[config.mk]
export PLATFORM = sky130hd
export DESIGN_NAME = nch_dist
export DESIGN_NICKNAME = d
export VERILOG_FILES = /design/src/rtl/core/nch_pkg.sv /design/src/rtl/core/nch_dist.sv
export SDC_FILE = /design/constraint.sdc
export NUM_CORES = 2
export LEC_CHECK = 0
export BUFFER_PORTS_ARGS = -buffer_cell sky130_fd_sc_hd__buf_2
export CAP_MARGIN = 25
export CELL_PAD_IN_SITES_DETAIL_PLACEMENT = 1
export CELL_PAD_IN_SITES_GLOBAL_PLACEMENT = 2
export CORE_UTILIZATION = 45
export CTS_CLUSTER_SIZE = 8
export DETAILED_ROUTE_END_ITERATION = 7
export PLACE_DENSITY_LB_ADDON = 0.1
export SLEW_MARGIN = 20
export SYNTH_ARGS = -nofsm -noshare
export SYNTH_HDL_FRONTEND = slang
export SYNTH_SLANG_ARGS = --single-unit
[constraint.sdc]
create_clock -name clk -period 14.4 [get_ports clk]
set_input_delay 2.88 -clock clk [delete_from_list [all_inputs] [get_ports clk]]
set_output_delay 2.88 -clock clk [all_outputs]
set_load 0.01 [all_outputs]
[src/rtl/core/nch_pkg.sv]
// shared types and constants for the nearest center histogram
package nch_pkg;

  // default sizes
  localparam int MAX_CENTERS_DEF = 64;
  localparam int COORD_BITS_DEF  = 16;
  localparam int COUNT_BITS_DEF  = 32;

  // fixed field widths
  localparam int MODE_BITS      = 2;
  localparam int SLOT_BITS      = 6;
  localparam int BIN_BITS       = 6;
  localparam int OUT_COUNT_BITS = 32;
  localparam int CFG_BITS       = 7;
  localparam int OUT_TDATA_BITS = ((BIN_BITS + OUT_COUNT_BITS + 7) / 8) * 8;

  localparam logic [CFG_BITS-1:0] CENTERS_RESET = 7'd64;

  typedef enum logic [MODE_BITS-1:0] {
    MODE_LOAD,
    MODE_CLASSIFY,
    MODE_READ
  } mode_t;

  typedef enum logic [2:0] {
    ST_CLEAR,
    ST_IDLE,
    ST_SCAN,
    ST_WAIT,
    ST_CNT,
    ST_OUT
  } state_t;

  // control that rides along with one center through the distance pipeline
  typedef struct packed {
    logic valid;
    logic first;
    logic last;
  } dist_ctl_t;

endpackage

[src/rtl/core/nch_dist.sv]
// squared distance pipeline with running minimum over the centers of one point
module nch_dist #(
  parameter int IW         = 6,
  parameter int COORD_BITS = nch_pkg::COORD_BITS_DEF
) (
  input  logic                  clk,
  input  logic                  rst,
  input  nch_pkg::dist_ctl_t    ctl,
  input  logic [IW-1:0]         idx,
  input  logic [COORD_BITS-1:0] ctr_x,
  input  logic [COORD_BITS-1:0] ctr_y,
  input  logic [COORD_BITS-1:0] ctr_z,
  input  logic [COORD_BITS-1:0] pt_x,
  input  logic [COORD_BITS-1:0] pt_y,
  input  logic [COORD_BITS-1:0] pt_z,
  output logic                  done,
  output logic [IW-1:0]         best_idx
);

  localparam int SQ_BITS = 2 * COORD_BITS;
  localparam int DW      = SQ_BITS + 2;

  localparam logic [COORD_BITS-1:0] SIGN = {1'b1, {(COORD_BITS-1){1'b0}}};

  nch_pkg::dist_ctl_t ctl1, ctl2, ctl3;
  logic [IW-1:0]         idx1, idx2, idx3;
  logic [COORD_BITS-1:0] dx, dy, dz;
  logic [SQ_BITS-1:0]    sqx, sqy, sqz;
  logic [DW-1:0]         dsum, best_d;

  logic [COORD_BITS-1:0] px_b, py_b, pz_b, cx_b, cy_b, cz_b;

  // offset binary keeps signed order under unsigned compare
  assign px_b = pt_x ^ SIGN;
  assign py_b = pt_y ^ SIGN;
  assign pz_b = pt_z ^ SIGN;
  assign cx_b = ctr_x ^ SIGN;
  assign cy_b = ctr_y ^ SIGN;
  assign cz_b = ctr_z ^ SIGN;

  always_ff @(posedge clk) begin
    if (rst) begin
      ctl1 <= '0;
      ctl2 <= '0;
      ctl3 <= '0;
      done <= 1'b0;
    end else begin
      ctl1 <= ctl;
      ctl2 <= ctl1;
      ctl3 <= ctl2;
      done <= ctl3.valid && ctl3.last;
    end
  end

  always_ff @(posedge clk) begin
    // stage 1: absolute differences
    idx1 <= idx;
    dx   <= (px_b >= cx_b) ? px_b - cx_b : cx_b - px_b;
    dy   <= (py_b >= cy_b) ? py_b - cy_b : cy_b - py_b;
    dz   <= (pz_b >= cz_b) ? pz_b - cz_b : cz_b - pz_b;
    // stage 2: squares
    idx2 <= idx1;
    sqx  <= SQ_BITS'(dx) * SQ_BITS'(dx);
    sqy  <= SQ_BITS'(dy) * SQ_BITS'(dy);
    sqz  <= SQ_BITS'(dz) * SQ_BITS'(dz);
    // stage 3: sum
    idx3 <= idx2;
    dsum <= DW'(sqx) + DW'(sqy) + DW'(sqz);
    // stage 4: strict less keeps the lowest index on a tie
    if (ctl3.valid && (ctl3.first || dsum < best_d)) begin
      best_d   <= dsum;
      best_idx <= idx3;
    end
  end

endmodule

==> impl_results.md <==
- Status: finished, final reports clean
- Adder-cell area share of the yosys netlist: 46.81%
- Clock Path Buffers: 3
- GPL Wtd Cong: 0.8650
- Endpoints failing setup: 0
- Starting DRT DRC Count: 1065
- Post-CTS setup buffer count: 0
- Clock root buffer: clkbuf_16
- Sequential fraction of the synthesis area: 15.16%
- Mapped cell area: 34740 um^2
- Routed WL: 90.52 mm
- Min Tclk post-route: 6.647 ns
- Vias: 25.23k
- Pins Over Slew Limit: 0
- Clock Sinks: 243
- Final hold vios: 0
- # IOs: 114
- Layout cells sized above 1: 5.271%
- Routed wire length per instance: 18.47 um
- Die extent in x: 279.9 um
- Largest net degree at the start of global routing: 29
- Final Cycle Share: 46.16%
- Reg-to-reg slack, setup: 7.75 ns
- Synth cell count leaders: 877 x inv_1, 526 x fa_1, 458 x ha_1, 306 x nand2_1, 203 x dfxtp_1
- Yosys warning count: 0
- DIE HEIGHT: 279.9 um
- ANT cells: 0
- Detailed Place HPWL: 77.70 mm
- Critical path's largest stage delay: 0.88 ns
- RSZ-0062 raised after global routing: no
- Largest family of logic cells by synthesized area: adder cells
- Worst Clk Skew: 0.03635 ns
- Area leader, netlist: fa_1
- Setup Total Neg Slack: 0 ns
- GRT overflow: 0
- CP required: 14.80 ns
- Worst-Skew Late Latency: 0.55 ns
- Initial Utilization: 45.59%
- Yosys top cell area share: 30.31%
- Initial antenna violation count: 2
- Simple-gate portion of the synthesized area: 10.92%
- Nets: 4943
- Startpoint types: flip-flop
- Buffers on Ports: 113
- Vias per cell: 5.149
- Post-Syn Instances: 3798
- Class of the most critical setup path: reg -> reg
- Top cells by area, synth: fa_1 30%, ha_1 16%, dfxtp_1 12%
- Post-synth EDFFs: 40
- Area Growth Syn to Fin: 7.477%
- Syn avg cell area: 9.147 um^2
- Flops & latches, synth: 243
- Top-count cell post-synth: inv_1
- Netlist cell types: 78
- Post-CTS Hold Fix Bufs: 0
- Number of fillers in the final layout: 8844
- Post-Synth XOR/XNOR Area: 4.462%
- Crit path DAT: 7.05 ns
- CTS tree: done
- Die area: 78320 um^2
- Main synth FF type: dfxtp_1
- CTS buffer count: 37
- Resized Gates After CTS: 0
- Critical Path Sink Type: flip-flop
- First-pass GRT wire length: 150.7 mm
- Asr flop ratio synth: 0%
- Worst relative slew slack: 21.30%
- CP cell instances: inv_1 -> fa_1 -> inv_1 -> fa_1 -> inv_1 -> fa_1 -> inv_1 -> fa_1 -> fa_1 -> inv_1 -> fa_1 -> inv_1 -> ha_1 -> nand3_1 -> nor3_1 -> a211oi_1 -> o31a_1 -> or2_2 -> o31ai_4 -> nor4b_1 -> a211oi_1
- Vias in the first global route: 28.61k
- HP Class: reg -> reg
- TritonRoute pass-1 iters: 5
- CP Max Fanout: 15
- F_max: 150.4 MHz
- Worst Tran Pin Value: 1.151 ns
- Area of the core: 76200 um^2
- Row count: 101
- CTS clk-pin slew, worst paths: 0.05 ns
- MaxCap Viol Count: 0
- Mux share of post-synthesis cell area: 1.001%
- Remaining antenna violation count after routing: 0
- H-tree lvl count: 2
- GRT Total Usage: 24.03%
- DR DRC count: 0
- Compound-Gate Fraction of Synth Area: 10.98%
- Slowest stage cell, crit path: dfxtp_1
==> per-stage QoR <==
step           worst slack, ns  util [%]  cells  cell area [um^2]  hold WS, ns
2_1_floorplan            8.523         -   3800             34750       0.3096
3_3_place_gp             7.919     47.55   4842             36230       0.3099
3_5_place_dp             7.717     47.58   4843             36260       0.3132
4_1_cts                  7.692     49.00   4900             37340       0.3249
5_1_grt                  7.362     49.00   4900             37340       0.3291
6_report                 7.753     49.00   4900             37340       0.3236
==> worst max-delay path, delay by kind of cell (launching register included) <==
| kind | cells | cell delay, ns |
|---|---|---|
| adder cells (fa/ha/maj) | 7 | 3.40 |
| AND/OR/NAND/NOR | 4 | 1.06 |
| flip-flops | 1 | 0.88 |
| AO/OA/AOI/OAI | 4 | 0.69 |
| buffers and inverters | 6 | 0.48 |
==> per-layer routing <==
layer / vias to the layer above / GRT usage, % / share of wire [%]
met3: 86 / 2.177 / 2.5
li1: 12040 / - / -
met2: 291 / 42.01 / 49
met4: 0 / 5.212 / 2.0
met5: - / 0 / 0
met1: 12810 / 32.22 / 46
==> cells in the final DEF (no fill, tap or decap), types with 29 or more instances in the layout <==
cell / n
a21oi_1: 176
dfxtp_1: 203
xor2_1: 66
nor2b_1: 44
ha_1: 458
o21ai_0: 95
nor2_1: 148
edfxtp_1: 40
clkbuf_16: 38
inv_1: 877
a21o_1: 114
a211oi_1: 29
fa_1: 526
buf_2: 113
nand3_1: 37
nand2_1: 306
and2_1: 120
xnor2_1: 111
==> cell families after synthesis <==
group	after synthesis
AOI/OAI and AO/OA	584
xor gates and xnor gates	177
adders and majority gates	984
muxes	34
other	1
DFF	243
buffers and inverters	981
and+or+nand+nor	794
==> final timing paths <==
| path | from | end | cells after the start |
|---|---|---|---|
| setup reg to reg | dy[7] | sqy[31] | 21 |
| hold / removal | idx2[3] | idx3[3] | 0 |
| setup / recovery | dy[7] | sqy[31] | 21 |
| hold reg to reg | idx2[3] | idx3[3] | 0 |
==> registers in the layout, summed over array words and instances (netlist names) <==
register and cells:
best_d 34, best_idx 6, ctl1 3, ctl2 3
ctl3 3, done 1, dsum 34, dx 16
dy 16, dz 16, idx1 6, idx2 6
idx3 6, sqx 31, sqy 31, sqz 31
==> cell type report <==
cell class,instances,area [um^2],share of cell area [%]
clock buffer,55,1035,2.771
tap,1030,1289,3.452
sequential,243,5265,14.10
clock inverter,2,46.29,0.1240
inverter,877,3292,8.816
multi-input combinational,2576,25810,69.12
timing repair buffer,117,603.1,1.615
Power is left out: the tool's default activity adds up to more than one toggle a clock period on the data nets, which glitch-free logic cannot reach.
